<file path="src/rtl/text_console_glyph_renderer_assert.svh">
// assertion macros for the text console glyph renderer
// used by the top level only, no other dependencies
`ifndef TEXT_CONSOLE_GLYPH_RENDERER_ASSERT_SVH
`define TEXT_CONSOLE_GLYPH_RENDERER_ASSERT_SVH

// same-cycle implication, checked outside reset
`define TCGR_ASSERT_IMP(lbl, clk, rst_n, ante, cons, msg) \
  lbl: assert property (@(posedge clk) disable iff (!rst_n) (ante) |-> (cons)) \
    else $error(msg);

// next-cycle implication, checked outside reset
`define TCGR_ASSERT_NXT(lbl, clk, rst_n, ante, cons, msg) \
  lbl: assert property (@(posedge clk) disable iff (!rst_n) (ante) |=> (cons)) \
    else $error(msg);

`endif

</file>
<file path="src/rtl/tcgr_pkg.sv">
// shared types, codes and constants of the text console glyph renderer
// no dependencies
`default_nettype none

package tcgr_pkg;

  // defaults of the top level parameters
  localparam int GLYPH_COUNT_DEF    = 128;
  localparam int MAX_SCREEN_DIM_DEF = 4096;

  // geometry and widths
  localparam int CELL        = 8;
  localparam int DIM_W       = 13;
  localparam int POS_W       = 12;
  localparam int COLOR_W     = 32;
  localparam int QUEUE_DEPTH = 4;

  // control character codes
  localparam logic [7:0] CODE_TAB     = 8'd9;
  localparam logic [7:0] CODE_NEWLINE = 8'd10;
  localparam logic [7:0] CODE_RETURN  = 8'd13;

  // register reset values
  localparam logic [DIM_W-1:0]   WIDTH_RST  = 13'd640;
  localparam logic [DIM_W-1:0]   HEIGHT_RST = 13'd480;
  localparam logic [COLOR_W-1:0] FORE_RST   = 32'h00FF_FFFF;
  localparam logic [COLOR_W-1:0] BACK_RST   = 32'h00FF_0000;

  // operation codes of an input item
  typedef enum logic [1:0] {
    OP_PRINT  = 2'd0,
    OP_CURSOR = 2'd1,
    OP_LOAD   = 2'd2,
    OP_NONE   = 2'd3
  } tcgr_op_t;

  // register indexes of the configuration port
  typedef enum logic [1:0] {
    REG_WIDTH  = 2'd0,
    REG_HEIGHT = 2'd1,
    REG_FORE   = 2'd2,
    REG_BACK   = 2'd3
  } tcgr_reg_t;

  // command kind carried by the queue
  typedef enum logic {
    CMD_DRAW = 1'b0,
    CMD_LOAD = 1'b1
  } tcgr_cmd_t;

  // back end sequencer states
  typedef enum logic [1:0] {
    BS_IDLE  = 2'd0,
    BS_FETCH = 2'd1,
    BS_DRAW  = 2'd2
  } tcgr_bstate_t;

  // input item
  typedef struct packed {
    logic [1:0]  operation;
    logic [7:0]  char_code;
    logic [11:0] pos_x;
    logic [11:0] pos_y;
    logic [6:0]  glyph_index;
    logic [2:0]  glyph_row;
    logic [7:0]  glyph_bits;
  } tcgr_item_t;

  // result item, one pixel write
  typedef struct packed {
    logic [11:0] pixel_x;
    logic [11:0] pixel_y;
    logic [31:0] pixel_color;
    logic        last_pixel;
  } tcgr_pixel_t;

  // queue status seen by both sides
  typedef struct packed {
    logic full;
    logic empty;
  } tcgr_q_stat_t;

endpackage

`default_nettype wire

</file>
<file path="src/rtl/tcgr_fifo.sv">
// short command queue between the front end and the back end
// depends on tcgr_pkg for the status struct
`default_nettype none

module tcgr_fifo
  import tcgr_pkg::*;
#(
  parameter int WIDTH = 44,
  parameter int DEPTH = QUEUE_DEPTH
) (
  input  wire logic             clk,
  input  wire logic             rst_n,
  input  wire logic             push,
  input  wire logic [WIDTH-1:0] push_data,
  input  wire logic             pop,
  output logic      [WIDTH-1:0] head_data,
  output tcgr_q_stat_t          stat
);

  localparam int PW = $clog2(DEPTH);
  localparam int CW = $clog2(DEPTH + 1);

  logic [WIDTH-1:0] mem_r [DEPTH];
  logic [PW-1:0]    wr_ptr_r, wr_ptr_nxt;
  logic [PW-1:0]    rd_ptr_r, rd_ptr_nxt;
  logic [CW-1:0]    count_r, count_nxt;

  // pointer and fill count update
  always_comb begin
    wr_ptr_nxt = wr_ptr_r;
    rd_ptr_nxt = rd_ptr_r;
    count_nxt  = count_r;
    if (push) begin
      wr_ptr_nxt = (wr_ptr_r == PW'(DEPTH - 1)) ? '0 : wr_ptr_r + 1'b1;
    end
    if (pop) begin
      rd_ptr_nxt = (rd_ptr_r == PW'(DEPTH - 1)) ? '0 : rd_ptr_r + 1'b1;
    end
    if (push && !pop) begin
      count_nxt = count_r + 1'b1;
    end else if (pop && !push) begin
      count_nxt = count_r - 1'b1;
    end
  end

  always_ff @(posedge clk) begin
    if (!rst_n) begin
      wr_ptr_r <= '0;
      rd_ptr_r <= '0;
      count_r  <= '0;
    end else begin
      wr_ptr_r <= wr_ptr_nxt;
      rd_ptr_r <= rd_ptr_nxt;
      count_r  <= count_nxt;
    end
  end

  // entry storage
  always_ff @(posedge clk) begin
    if (push) begin
      mem_r[wr_ptr_r] <= push_data;
    end
  end

  assign head_data  = mem_r[rd_ptr_r];
  assign stat.full  = (count_r == CW'(DEPTH));
  assign stat.empty = (count_r == '0);

endmodule

`default_nettype wire

</file>
<file path="config.mk">
export PLATFORM = sky130hd
export DESIGN_NAME = tcgr_fifo
export DESIGN_NICKNAME = d
export VERILOG_FILES = /design/src/rtl/text_console_glyph_renderer_assert.svh /design/src/rtl/tcgr_pkg.sv /design/src/rtl/tcgr_fifo.sv
export SDC_FILE = /design/constraint.sdc
export NUM_CORES = 1
export LEC_CHECK = 0
export BUFFER_PORTS_ARGS = -buffer_cell sky130_fd_sc_hd__buf_4
export CAP_MARGIN = 20
export CORE_ASPECT_RATIO = 0.9
export CORE_MARGIN = 8
export CORE_UTILIZATION = 35
export CTS_CLUSTER_DIAMETER = 200
export DETAILED_ROUTE_END_ITERATION = 8
export GPL_TIMING_DRIVEN = 0
export PLACE_DENSITY_LB_ADDON = 0.3
export SLEW_MARGIN = 30
export SYNTH_ARGS = -nofsm -noshare
export SYNTH_HDL_FRONTEND = slang
export SYNTH_SLANG_ARGS = --single-unit
</file>
<file path="constraint.sdc">
create_clock -name clk -period 2.6 [get_ports clk]
set_input_delay 0 -clock clk [delete_from_list [all_inputs] [get_ports clk]]
set_output_delay 0 -clock clk [all_outputs]
set_load 0.1 [all_outputs]
</file>
Word-level counts from Yosys, hierarchy flattened
Memories as Yosys holds them, arrays and structs flattened. A register that Yosys moved wholly into a read port is not among the register bits.
Index checks and enable logic that the tools add are counted.
{ "word_totals": {"memories": 1, "reg_bits": 7, "out_inout_bits": 46, "word_cells": 25, "mem_bits_rw": 176, "inputBits": 48} }
{ "memory_table": {"columns": ["name", "depth", "width", "rd", "rd_ports_with_merged_regs", "wr", "line", "text"], "rows": [
  ["mem_r", 4, 44, 1, 1, 1, "tcgr_fifo.sv:23", "logic [WIDTH-1:0] mem_r [DEPTH];"]
]} }
{ "op_classes": {"n_eq_ne": 3, "muxes": 8, "addsub": 4, "n_reduce_logical": 6} }
{ "op_table": {"columns": ["op", "n"], "rows": [
  ["2-bit 2-to-1 mux", 4],
  ["3-bit 2-to-1 mux", 2],
  ["2-bit by 1-bit adder with 2-bit output (second input constant)", 2],
  ["2-bit == test (second input constant)", 2],
  ["3-bit by 1-bit adder with 3-bit output (second input constant)", 1],
  ["3-bit == test (second input constant)", 1],
  ["3-bit zero test", 1],
  ["3-bit by 1-bit subtractor with 3-bit output (second input constant)", 1],
  ["1-bit logical AND", 2],
  ["1-bit zero test", 2],
  ["1-bit 2-to-1 mux", 2],
  ["2-bit nonzero test", 1]
]} }

Depth between registers and ports, before layout
{ "depth": {"word_depth": 4, "mapped_depth": 7, "mapped_depth_nobuf": 7} }

Worst setup path before layout
Ideal clock, no wire load.
{ "synth_path": {"path_type": "reg2out", "startpoint": "register count_r[0]", "endpoint": "output stat[1] in the netlist's numbering", "n_path_buf": 0, "path_stages_with_launch": 2, "arrival_time_ns": 2.553, "slack_ns": 0.047, "required_ns": 2.600, "cell_sequence": "dfxtp_1 > nor3b_1"} }
{ "synth_lines": {"columns": ["item", "line", "text"], "rows": [
  ["from (decl)", "tcgr_fifo.sv:26", "logic [CW-1:0] count_r, count_nxt;"],
  ["from (signal assigned)", "tcgr_fifo.sv:54", "count_r <= count_nxt;"],
  ["to (decl)", "tcgr_fifo.sv:17", "output tcgr_q_stat_t stat"]
]} }

==> results.cfg <==
[route]
drtIter0Drc = 138
ant_nets = 0
drc = 0
routedWlPerCell_um = 18.2
vias_per_cell = 4.64
postRouteWirelength_um = 12700
first_pass_iters = 4
vias = 3240

[clock_network]
clk_latency_ns = 0.41
cts_root_buf = clkbuf_16
clock_sinks = 185
htreeDepth = 4
clk_pin_slew_worst_paths_ns = 0.06
cts_tree = yes
post_cts_buffers = 0
cts.path.max_buffers = 2
cts-resized-gates = 0
numCtsBuffers = 17

[critical_path]
crit_slowest_cell = mux4_2
cpPeakStageDelay_ns = 0.53
arrival_ns = 1.89
cp-end-kind = primary output
reg2reg_depth = 4
crit_chain = buf_6 -> buf_12 -> mux4_2 -> buf_4
r2r-end = count_r[2]$_SDFFE_PN0P_
crit_fanout = 10
r2r_slack_ns = 1.07
path_class = register to primary output
startpoint_type = register
worstReg2RegStart = count_r[0]$_SDFFE_PN0P_
required_ns = 2.60
critPathTopFamily = buffers and inverters
path_buf_inv = 3

[synth]
synthesis.nets = 329
ys_seq_area_frac = 0.796
synth_seq_cells = 185
async_flop_share = 0
avgSynthCellArea_um2 = 25.1
synth_top_flop_cell = edfxtp_1
post-synth-top-count-cell = edfxtp_1
synth_area_mm2 = 0.00687
yosysUniqueCellTypes = 23
yosys-top-cells-count = 176 x edfxtp_1, 40 x mux4_2, 9 x dfxtp_1
syn_inst = 274
synth_edf_count = 176
synth_area_leaders = edfxtp_1 77%, mux4_2 13%, dfxtp_1 2.6%
yosysWarnings = 0
synth_top_area_frac = 0.770
yosysTopAreaCell = edfxtp_1

[power]
intPower_mw = 5.13
clock_power_share = 0.324
power_density_mw_per_mm2 = 803
seq_power_share = 0.478
p_comb_frac = 0.198
switching_share = 0.288
netSwitchingPower_mw = 2.08
ir_drop_mv = 0.433
leakagePower_nw = 3.09

[global_routing]
grt_use_total = 0.109
grt_pass1_vias = 3674
antenna_found_initial = 0
grt.overflow.total = 0
grt_max_degree = 32
grt_pass1_wl_um = 19900

[floorplanning]
dieArea_mm2 = 0.0244
initial_core_util = 0.357
core-area_mm2 = 0.0192
die_h_um = 149
pin_count = 94
rows = 48
die_w_um = 164

[sta]
worst_pin_slew_ns = 0.296
fin_skew_ns = 0.00486
hold_viol_final = 0
layout_setup_ws_ns = 0.707
fin_crit_ns = 1.89
relSlewSlack = 0.803
post-route-period-util = 0.728
timing.fmax_mhz = 528
setup_viol = 0
rsz0062_at_grt = no
slew_viol_final = 0

[run_status]
status = finished clean

[place]
postPlaceCellArea_mm2 = 0.00797
gp_congestion = 0.688
numPortBuffers = 93
place_ws_ns = 1.03
dp_hpwl_um = 7940

[worst_hold_path]
holdPathStages = 2
hold_class = input pin to register
min_to = mem_r[3][5]$_DFFE_PP_
worstHoldStart = push_data[5]

[cells_and_area]
stdcell_area_mm2 = 0.00897
n_antenna_cell = 0
multi_input_area_mm2 = 0.00128
final_layout_size_suffix_gt1_frac = 0.399
fill_cells = 1657
areaGrowthSynthToFinish_pct = 30.7
seq_area_mm2 = 0.00547
layout.nets = 492

[run]
cap_violations = 0
worst max-delay path by stage:
stage | startpoint | endpoint | depth (start not counted)
2_1_floorplan | count_r[0]$_SDFFE_PN0P_ | stat[1] | 1
3_3_place_gp | wr_ptr_r[0]$_SDFFE_PN0P_ | mem_r[3][17]$_DFFE_PP_ | 2
3_5_place_dp | pop | count_r[2]$_SDFFE_PN0P_ | 8
4_1_cts | register | head_data[32] | 4
5_1_grt | register | head_data[3] | 4
6_report | register | head_data[32] | 4
power groups by stage:
stage	Clock [mW]	Sequential, mW	Combinational [mW]
floorplan	0	3.50	1.05
global placement	0	3.51	1.36
detailed placement	0	3.51	1.39
CTS	2.41	3.45	1.45
global route	2.53	3.46	1.49
finish	2.34	3.44	1.43
cells in the final DEF, fill, tap and decap left out:
| master | count |
|---|---|
| inv_1 | 4 |
| o21a_1 | 1 |
| clkinv_2 | 4 |
| inv_6 | 1 |
| xor2_1 | 1 |
| a21boi_0 | 1 |
| fa_1 | 1 |
| edfxtp_1 | 176 |
| mux2i_1 | 4 |
| nor3b_1 | 1 |
| or3_1 | 1 |
| clkinv_4 | 3 |
| and2_1 | 1 |
| mux4_2 | 40 |
| mux4_1 | 4 |
| buf_2 | 4 |
| clkinv_1 | 1 |
| xnor2_1 | 1 |
| o21ai_0 | 1 |
| nor2b_1 | 5 |
| nor3_1 | 2 |
| buf_6 | 1 |
| clkinvlp_4 | 2 |
| buf_4 | 93 |
| bufinv_16 | 1 |
| nor2_1 | 1 |
| dfxtp_1 | 9 |
| clkbuf_1 | 2 |
| clkbuf_2 | 1 |
| buf_12 | 8 |
| dlygate4sd3_1 | 47 |
| and2_4 | 4 |
| ha_1 | 6 |
| clkbuf_16 | 17 |
layout make-up:
| type | instances | share of cell area |
|---|---|---|
| Multi-Input combinational cell | 75 | 0.142 |
| Sequential cell | 185 | 0.609 |
| Timing Repair Buffer | 144 | 0.139 |
| Tap cell | 250 | 0.0349 |
| Buffer | 10 | 0.0130 |
| Inverter | 4 | 0.00167 |
| Clock buffer | 19 | 0.0482 |
| Clock inverter | 12 | 0.0116 |
state kept, by name, summed over array words and instances (netlist names), named ones only:
signal / count
mem_r: 176
wr_ptr_r: 2
rd_ptr_r: 2
count_r: 3
per-stage QoR:
step | hold slack, ns | util | std cells | total power, mW | setup TNS, ns
6_report | 0.330 | 0.467 | 699 | 7.21 | 0
3_5_place_dp | 0.203 | 0.415 | 621 | 4.90 | 0
2_1_floorplan | 0.0989 | - | 274 | 4.55 | 0
5_1_grt | 0.310 | 0.467 | 699 | 7.47 | 0
3_3_place_gp | 0.198 | 0.410 | 617 | 4.87 | -62.26
4_1_cts | 0.308 | 0.467 | 699 | 7.31 | 0
metal layers:
metal	vias to the layer above	part of all wire	GRT usage	wire length [um]
met5	-	0	0	0
met4	0	0.0064	0.0272	82
met3	5	0.057	0.0400	727
met2	66	0.50	0.184	6430
met1	1686	0.43	0.130	5500
li1	1483	-	-	-
kinds of logic (layout without fill, tap and decap cells):
family,after synthesis,in the layout,share of synthesized area
compound gates,3,3,0.00292
xor+xnor,2,2,0.00255
fa+ha+maj,7,7,0.0139
buf+inv,14,189,0.0191
flops,185,185,0.796
mux,48,48,0.152
simple gates,15,15,0.0131
what timing repair did:
item | CTS | global route
hold buffers | 47 | 0
endpoints found under the setup margin | 0 | 0
hold endpoints to repair | 185 | 0
Power figures use the tool's default switching activity.
