File: src/rtl/text_console_glyph_renderer_assert.svh
// assertion macros for the text console glyph renderer
// used by the top level only, no other dependencies
`ifndef TEXT_CONSOLE_GLYPH_RENDERER_ASSERT_SVH
`define TEXT_CONSOLE_GLYPH_RENDERER_ASSERT_SVH

// same-cycle implication, checked outside reset
`define TCGR_ASSERT_IMP(lbl, clk, rst_n, ante, cons, msg) \
  lbl: assert property (@(posedge clk) disable iff (!rst_n) (ante) |-> (cons)) \
    else $error(msg);

// next-cycle implication, checked outside reset
`define TCGR_ASSERT_NXT(lbl, clk, rst_n, ante, cons, msg) \
  lbl: assert property (@(posedge clk) disable iff (!rst_n) (ante) |=> (cons)) \
    else $error(msg);

`endif

File: src/rtl/tcgr_pkg.sv
// shared types, codes and constants of the text console glyph renderer
// no dependencies
`default_nettype none

package tcgr_pkg;

  // defaults of the top level parameters
  localparam int GLYPH_COUNT_DEF    = 128;
  localparam int MAX_SCREEN_DIM_DEF = 4096;

  // geometry and widths
  localparam int CELL        = 8;
  localparam int DIM_W       = 13;
  localparam int POS_W       = 12;
  localparam int COLOR_W     = 32;
  localparam int QUEUE_DEPTH = 4;

  // control character codes
  localparam logic [7:0] CODE_TAB     = 8'd9;
  localparam logic [7:0] CODE_NEWLINE = 8'd10;
  localparam logic [7:0] CODE_RETURN  = 8'd13;

  // register reset values
  localparam logic [DIM_W-1:0]   WIDTH_RST  = 13'd640;
  localparam logic [DIM_W-1:0]   HEIGHT_RST = 13'd480;
  localparam logic [COLOR_W-1:0] FORE_RST   = 32'h00FF_FFFF;
  localparam logic [COLOR_W-1:0] BACK_RST   = 32'h00FF_0000;

  // operation codes of an input item
  typedef enum logic [1:0] {
    OP_PRINT  = 2'd0,
    OP_CURSOR = 2'd1,
    OP_LOAD   = 2'd2,
    OP_NONE   = 2'd3
  } tcgr_op_t;

  // register indexes of the configuration port
  typedef enum logic [1:0] {
    REG_WIDTH  = 2'd0,
    REG_HEIGHT = 2'd1,
    REG_FORE   = 2'd2,
    REG_BACK   = 2'd3
  } tcgr_reg_t;

  // command kind carried by the queue
  typedef enum logic {
    CMD_DRAW = 1'b0,
    CMD_LOAD = 1'b1
  } tcgr_cmd_t;

  // back end sequencer states
  typedef enum logic [1:0] {
    BS_IDLE  = 2'd0,
    BS_FETCH = 2'd1,
    BS_DRAW  = 2'd2
  } tcgr_bstate_t;

  // input item
  typedef struct packed {
    logic [1:0]  operation;
    logic [7:0]  char_code;
    logic [11:0] pos_x;
    logic [11:0] pos_y;
    logic [6:0]  glyph_index;
    logic [2:0]  glyph_row;
    logic [7:0]  glyph_bits;
  } tcgr_item_t;

  // result item, one pixel write
  typedef struct packed {
    logic [11:0] pixel_x;
    logic [11:0] pixel_y;
    logic [31:0] pixel_color;
    logic        last_pixel;
  } tcgr_pixel_t;

  // queue status seen by both sides
  typedef struct packed {
    logic full;
    logic empty;
  } tcgr_q_stat_t;

endpackage

`default_nettype wire

File: src/rtl/tcgr_front.sv
// front end: accepts items, keeps the cursor, queues draw and font load commands
// depends on tcgr_pkg
`default_nettype none

module tcgr_front
  import tcgr_pkg::*;
#(
  parameter int GLYPH_COUNT    = GLYPH_COUNT_DEF,
  parameter int MAX_SCREEN_DIM = MAX_SCREEN_DIM_DEF,
  parameter int AW             = $clog2(GLYPH_COUNT * CELL),
  parameter int QW             = 1 + 2 * POS_W + AW + 8
) (
  input  wire logic             clk,
  input  wire logic             rst_n,
  input  wire logic             in_valid,
  input  tcgr_item_t            in_item,
  output logic                  in_ready,
  input  wire logic [DIM_W-1:0] screen_width,
  input  wire logic [DIM_W-1:0] screen_height,
  output logic                  q_push,
  output logic      [QW-1:0]    q_data,
  input  tcgr_q_stat_t          q_stat
);

  // extended width so that position plus cell never overflows
  localparam int EW = DIM_W + 2;
  localparam logic [EW-1:0] MAX_DIM = EW'(MAX_SCREEN_DIM);
  localparam logic [EW-1:0] CELL_E  = EW'(CELL);
  localparam logic [EW-1:0] TAB_E   = EW'(4 * CELL);

  logic [DIM_W-1:0] col_r, col_nxt;
  logic [DIM_W-1:0] row_r, row_nxt;

  logic [EW-1:0] w_eff, h_eff;
  logic [EW-1:0] col_e, row_e;
  logic [EW-1:0] nl_row;
  logic [EW-1:0] tab_col;
  logic          tab_wrap;
  logic          pre_wrap;
  logic [EW-1:0] col1, row1, col2, row2;
  logic          fits;
  logic          accept;
  logic [10:0]   draw_addr_full, load_addr_full;
  logic [AW-1:0] draw_addr, load_addr;
  logic          load_ok;

  // move down one text line, back to the top when the next line does not fit
  function automatic logic [EW-1:0] next_row(input logic [EW-1:0] row,
                                             input logic [EW-1:0] h);
    logic [EW-1:0] r;
    r = row + CELL_E;
    if (r + CELL_E > h) begin
      r = '0;
    end
    return r;
  endfunction

  // effective screen size, saturated
  assign w_eff = ({2'b00, screen_width} > MAX_DIM) ? MAX_DIM : {2'b00, screen_width};
  assign h_eff = ({2'b00, screen_height} > MAX_DIM) ? MAX_DIM : {2'b00, screen_height};

  assign col_e  = {2'b00, col_r};
  assign row_e  = {2'b00, row_r};
  assign nl_row = next_row(row_e, h_eff);

  // tab target: four cells on, aligned to a cell
  assign tab_col  = {col_e[EW-1:3], 3'b000} + TAB_E;
  assign tab_wrap = (tab_col + CELL_E > w_eff);

  // printable character placement
  assign pre_wrap = (col_e + CELL_E > w_eff);
  assign col1     = pre_wrap ? '0 : col_e;
  assign row1     = pre_wrap ? nl_row : row_e;
  assign row2     = (row1 + CELL_E > h_eff) ? '0 : row1;
  assign col2     = (col1 + CELL_E > w_eff) ? '0 : col1;
  assign fits     = (col2 + CELL_E <= w_eff) && (row2 + CELL_E <= h_eff);

  // font store addresses, codes out of range use glyph zero
  assign draw_addr_full = (9'({1'b0, in_item.char_code}) < 9'(GLYPH_COUNT)) ?
                          {in_item.char_code, 3'b000} : '0;
  assign draw_addr      = draw_addr_full[AW-1:0];
  assign load_ok        = (9'(in_item.glyph_index) < 9'(GLYPH_COUNT));
  assign load_addr_full = {1'b0, in_item.glyph_index, in_item.glyph_row};
  assign load_addr      = load_addr_full[AW-1:0];

  assign in_ready = !q_stat.full;
  assign accept   = in_valid && in_ready;

  // classify the item, update the cursor, build the queue entry
  always_comb begin
    col_nxt = col_r;
    row_nxt = row_r;
    q_push  = 1'b0;
    q_data  = {CMD_DRAW, col2[POS_W-1:0], row2[POS_W-1:0], draw_addr, 8'h00};
    if (accept) begin
      case (tcgr_op_t'(in_item.operation))
        OP_CURSOR: begin
          col_nxt = {1'b0, in_item.pos_x};
          row_nxt = {1'b0, in_item.pos_y};
        end
        OP_LOAD: begin
          q_push = load_ok;
          q_data = {CMD_LOAD, {POS_W{1'b0}}, {POS_W{1'b0}}, load_addr,
                    in_item.glyph_bits};
        end
        OP_PRINT: begin
          if (in_item.char_code == CODE_NEWLINE) begin
            col_nxt = '0;
            row_nxt = nl_row[DIM_W-1:0];
          end else if (in_item.char_code == CODE_RETURN) begin
            col_nxt = '0;
          end else if (in_item.char_code == CODE_TAB) begin
            if (tab_wrap) begin
              col_nxt = '0;
              row_nxt = nl_row[DIM_W-1:0];
            end else begin
              col_nxt = tab_col[DIM_W-1:0];
            end
          end else begin
            q_push  = fits;
            row_nxt = row2[DIM_W-1:0];
            col_nxt = DIM_W'(col2 + CELL_E);
          end
        end
        default: begin
        end
      endcase
    end
  end

  // cursor registers
  always_ff @(posedge clk) begin
    if (!rst_n) begin
      col_r <= '0;
      row_r <= '0;
    end else begin
      col_r <= col_nxt;
      row_r <= row_nxt;
    end
  end

endmodule

`default_nettype wire

File: config.mk
export PLATFORM = sky130hd
export DESIGN_NAME = tcgr_front
export DESIGN_NICKNAME = d
export VERILOG_FILES = /design/src/rtl/text_console_glyph_renderer_assert.svh /design/src/rtl/tcgr_pkg.sv /design/src/rtl/tcgr_front.sv
export SDC_FILE = /design/constraint.sdc
export NUM_CORES = 1
export LEC_CHECK = 0
export BUFFER_PORTS_ARGS = -buffer_cell sky130_fd_sc_hd__buf_2
export CAP_MARGIN = 20
export CORE_AREA = 2 2 90 135
export CTS_CLUSTER_SIZE = 25
export DETAILED_ROUTE_END_ITERATION = 10
export DIE_AREA = 0 0 92 137
export PLACE_DENSITY = 0.75
export SYNTH_ARGS = -nofsm -noshare
export SYNTH_HDL_FRONTEND = slang
export SYNTH_SLANG_ARGS = --single-unit
File: constraint.sdc
create_clock -name clk -period 7.3 [get_ports clk]
set_input_delay 0.365 -clock clk [delete_from_list [all_inputs] [get_ports clk]]
set_output_delay 0.365 -clock clk [all_outputs]
set_load 0.02 [all_outputs]
---- After elaboration in Yosys (flattened, before gate mapping) ----
Index checks and enable logic that the tools add are counted.
word-level totals
  flip-flop bits (word level) ............. 26
  input port bits ......................... 83
  output and inout bits ................... 45
operators by class
  add/sub/neg operators ................... 9
  magnitude comparators ................... 10
  eq/ne operators ......................... 7
  mux-type cells .......................... 25
  reductions and logical operators ........ 7
operator list
  operator                                               count
  2-to-1 mux 13 bit                                      12
  2-to-1 mux 43 bit                                      2
  adder 13 x 4 -> 14 bit, second input constant          4
  one-hot mux 13 bit (2 select lines)                    2
  greater-than comparator 15 x 13 -> 1 bit               3
  adder 14 x 4 -> 15 bit, second input constant          2
  adder 15 x 4 -> 15 bit, second input constant          2
  less-or-equal comparator 15 x 13 -> 1 bit              2
  2-to-1 mux 15 bit                                      2
  greater-than comparator 14 x 13 -> 1 bit               2
  greater-than comparator 13 bit, second input constant  2
  equality test 8 x 4 -> 1 bit, second input constant    3
  adder 13 x 6 -> 14 bit, second input constant          1
  2-to-1 mux 14 bit                                      1
  2-to-1 mux 10 bit                                      1
  less-than comparator 8 bit, second input constant      1
  2-to-1 mux 1 bit                                       4
  != test 4 bit, second input constant                   1
  AND reduction 4 bit                                    1
  != test 3 bit, second input constant                   1
  equality test 2 x 1 -> 1 bit, second input constant    1
  equality test 2 bit, second input constant             1
  logical AND 1 bit                                      2
  logical NOT 2 bit                                      1
  4 further kinds                                        4

---- Longest topological paths before layout ----
  depth after elaboration ................. 16
  depth in mapped cells ................... 46

---- Least setup slack after synthesis ----
No wires, ideal clock.
  path kind ............................... flip-flop to output port
  start point ............................. register row_r[4]
  end point ............................... output port q_push
  data arrival time ....................... 7.542 ns
  data required time ...................... 6.935 ns
  path slack .............................. -0.607 ns
  cell stages (with the launch flop) ...... 45
  buffers on the path ..................... 5
  cells stage by stage .................... dfxtp_1 > ha_1 > buf_2 > nand2b_1 > and2_1 > nor3_1 > nand2_1 > nor2_1 > xnor2_1 > ha_1 > and2_1 > o21ai_0 > o21ai_0 > o41ai_4 > o2111ai_4 > buf_2 > o21a_1 > inv_1 > [... 9 more ...] > o21a_1 > a31o_1 > buf_6 > buf_6 > nor2_1 > ha_1 > nand3_1 > xor2_1 > nor2_1 > ha_1 > nand3_1 > nor2_1 > a211oi_1 > nand2_1 > a31oi_1 > o221ai_1 > a21oi_1 > a31o_2
between the ends
  cells in the longest elaborated chain, start to end .. 16
ends and longest elaborated chain
  what                                         RTL line           source
  start: declaration                           tcgr_front.sv:32   logic [DIM_W-1:0] row_r, row_nxt;
  start signal: assignment                     tcgr_front.sv:138  row_r <= row_nxt;
  adder 13 x 4 -> 14 bit                       tcgr_front.sv:51   r = row + CELL_E;
  adder 14 x 4 -> 15 bit                       tcgr_front.sv:52   if (r + CELL_E > h) begin
  greater-than comparator 15 x 13 -> 1 bit     tcgr_front.sv:52
  2-to-1 mux 14 bit                            tcgr_front.sv:52
  2-to-1 mux 15 bit *                          tcgr_front.sv:73   assign row1 = pre_wrap ? nl_row : row_e;
  adder 15 x 4 -> 15 bit                       tcgr_front.sv:74   assign row2 = (row1 + CELL_E > h_eff) ? '0 : row1;
  greater-than comparator 15 x 13 -> 1 bit     tcgr_front.sv:74
  2-to-1 mux 15 bit *                          tcgr_front.sv:74
  adder 15 x 4 -> 15 bit *                     tcgr_front.sv:76   assign fits = (col2 + CELL_E <= w_eff) && (row2 + CELL_E <= h_eff);
  less-or-equal comparator 15 x 13 -> 1 bit *  tcgr_front.sv:76
  logical AND 1 bit *                          tcgr_front.sv:76
  2-to-1 mux 1 bit *                           tcgr_front.sv:112  end else if (in_item.char_code == CODE_TAB) begin
  2-to-1 mux 1 bit *                           tcgr_front.sv:110  end else if (in_item.char_code == CODE_RETURN) begin
  2-to-1 mux 1 bit *                           tcgr_front.sv:107  if (in_item.char_code == CODE_NEWLINE) begin
  one-hot mux 1 bit (2 select lines) *         tcgr_front.sv:96   case (tcgr_op_t'(in_item.operation))
  2-to-1 mux 1 bit *                           tcgr_front.sv:95   if (accept) begin
  end: declaration                             tcgr_front.sv:20   output logic q_push,
Mark *: on every way between the ends. The rest lies on a longest branch, timed or not.

---- Final worst setup path ----
Ends and elaborated chain as after synthesis.

==> results.txt <==
Hold Path Cell Cnt: 2
Asr flop ratio synth: 0%
RSZ-0062 raised after global routing: true
Data required, critical path: 6930 ps
Violated checks: setup timing
Diode count: 0
Number of global-route vias before repair: 7087
First-pass GRT wire length: 34000 um
Max transition margin: 43.4%
CTS root buffer: clkbuf_16
Leakage power: 3.83 nW
HP Class: in -> reg
Die span in y: 137 um
Final #Nets: 1235
Area growth, synth to finish: 37.0%
Max Slew Vio Count: 0
Drt initial violations: 375
Met1 Use GR: 36.0%
Gr busiest metal: met2
Synth Cell Area: 5850 um2
Max-cap violations: 0
ANT nets after route: 0
Worst-Skew Late Latency: 270 ps
Rows: 48
CTS tree: done
Yosys reg bits: 26
Post-Syn Nets: 1000
Commonest non-fill, non-tap cell in the layout: buf_4
Crit path DAT: 7470 ps
Crit path largest cell delay: 530 ps
Die ar.: 12600 um2
DRT Wirelength: 22200 um
Clock slew at reported path FFs: 70 ps
Main synth FF type: dfxtp_1
Initial antenna violation count: 0
Fillers: 1011
Worst Max-Slew Pin Slew: 846 ps
H-Tree Depth: 1
Die width: 92 um
Ys Warns: 0
WL per Instance: 18.4 um
Netlist cell types: 78
End-of-flow core utilization: 70.2%
Startpoint Class: register
GR Layer Usage met3: 2.42%
Sequential element share of the synthesized area: 8.90%
GRT Overall Usage: 34.0%
Crit Path Max Fanout: 9
Grt total ovfl: 0
Clock Tree Buf Depth: 2
Clock Sinks: 26
Setup slack after layout: -535 ps
Post-synth EDFFs: 0
Area of the core: 11400 um2
DRC violations left: 0
Skew final: 4.16 ps
Via-to-Cell Ratio: 6.02
Maximum vdd drop: 84.8 uV
CP max-delay cell: or4_4
Hold buffers post-CTS: 0
Top Ports: 128
Detailed Routing Iterations Pass 1: 5
Peak Freq: 128 MHz
Setup violators final: 1
Largest net degree at the start of global routing: 28
Setup Crit Path Kind: reg -> out
Initial core utilization: 51.2%
Layout cells sized above 1: 35.0%
PortBufs: 126
Status: complete, but fails checks
Critical Path End Type: primary output
DP Worst Slack: -385 ps
Mapped Cells: 822
Final period utilization: 107%
Synth Area per Inst: 7.11 um2
DP HPWL: 18200 um
Pwr/cell area: 93.9 nW/um2
Commonest cells after routing, fill and taps aside: buf_4, buf_2, nand2_1
GPL Wtd Cong: 1.04
Final hold viol count: 0
Design Power: 0.752 mW
GR Util met2: 65.2%
Detailed-route via count: 7262
CTS buffer count: 3
Worst reg-to-reg path cell count: 27
Final Critical Period: 7840 ps
==> state kept, by name, indices dropped and copies added (netlist names) <==
| register | count |
|---|---|
| col_r | 13 |
| row_r | 13 |
==> Yosys cell counts, drive strengths merged (3+ instances only) <==
master	n	area share [%]
and4	4	0.60
or2	6	0.64
xor2	24	3.6
a32oi	6	0.90
nor4	8	0.86
a31oi	5	0.79
clkbuf	24	1.5
a211oi	7	0.90
nor2	75	4.9
a21oi	45	4.0
a31o	3	0.45
xnor2	30	4.5
o211ai	3	0.71
o21ai	56	4.8
and2	21	2.2
dfxtp	26	8.9
nand2b	18	1.9
nand3	40	3.5
nor3	24	2.2
a311oi	4	0.60
nor2b	8	0.86
and3	18	1.9
o31ai	3	0.47
mux2i	3	0.51
nand3b	4	0.51
o311a	3	0.51
inv	32	2.1
o221ai	6	1.2
nor3b	7	1.2
ha	95	20
a211o	3	0.45
nand4	15	1.6
o2111ai	3	0.75
buf	26	2.6
nand2	98	6.3
o32ai	5	0.88
or3	10	1.1
a22o	5	0.75
a21o	15	1.9
o21a	10	1.3
a221oi	4	0.60
==> stage by stage <==
stage | instances | cell area [um2] | hold slack [ps] | setup TNS [ps]
finish | 1206 | 8010 | 311 | -535
global route | 1206 | 8010 | 329 | -821
CTS | 1204 | 7910 | 310 | -414
detailed placement | 1194 | 7650 | 522 | -385
global placement | 1194 | 7650 | 519 | -267
floorplan | 822 | 6010 | 471 | -34.2
==> per-layer routing <==
| metal | vias up | share of wire, % | routed length, um |
|---|---|---|---|
| li1 | 3471 | - | - |
| met1 | 3389 | 36 | 8020 |
| met3 | 97 | 4.5 | 1010 |
| met5 | - | 0 | 0 |
| met4 | 0 | 6.3 | 1400 |
| met2 | 305 | 53 | 11800 |
==> worst paths after layout <==
path                          from               endpoint  slack, ps
min                    in_item[19]  row_r[1]$_SDFFE_PN0P_        310
max reg2reg  row_r[4]$_SDFFE_PN0P_  row_r[5]$_SDFFE_PN0P_       1460
max          row_r[4]$_SDFFE_PN0P_                 q_push       -540
min reg2reg  row_r[1]$_SDFFE_PN0P_  row_r[1]$_SDFFE_PN0P_        540
==> what timing repair did <==
action                                  4_1_cts  5_1_grt
setup buffers                                 5        2
gates resized for setup                      23       22
endpoints found under the setup margin        1        9
gates cloned                                  1        0
pin swaps                                    19        7
==> final cells by class <==
class	count	area [um2]	area share, %
Inverter	32	120	1.50
Multi-Input combinational cell	715	5280	65.9
Timing Repair Buffer	279	1790	22.3
Sequential cell	26	531	6.62
Clock inverter	1	30.0	0.375
Tap cell	150	188	2.34
Clock buffer	3	75.1	0.937
==> kinds of logic after synthesis <==
logic type | after synthesis | synth area share, %
compound gates | 203 | 25.1
xor+xnor | 54 | 8.09
fa+ha+maj | 95 | 20.3
buf+inv | 82 | 6.21
flops | 26 | 8.90
mux | 3 | 0.514
simple gates | 359 | 30.9
==> worst max-delay path: cells and delay by family (launching register included) <==
| kind | cells | cell delay (ps) |
|---|---|---|
| AOI/OAI and AO/OA | 14 | 2680 |
| and+or+nand+nor | 12 | 1620 |
| DFF | 1 | 360 |
| buffers and inverters | 4 | 520 |
| adders and majority gates | 6 | 1510 |
| xor gates and xnor gates | 3 | 480 |
==> power breakdown <==
group / internal, mW / switching [mW]
clock network: 0.109 / 0.0558
registers: 0.148 / 0.00757
logic: 0.186 / 0.246
total: 0.443 / 0.309
(Power assumes the default switching activity.)
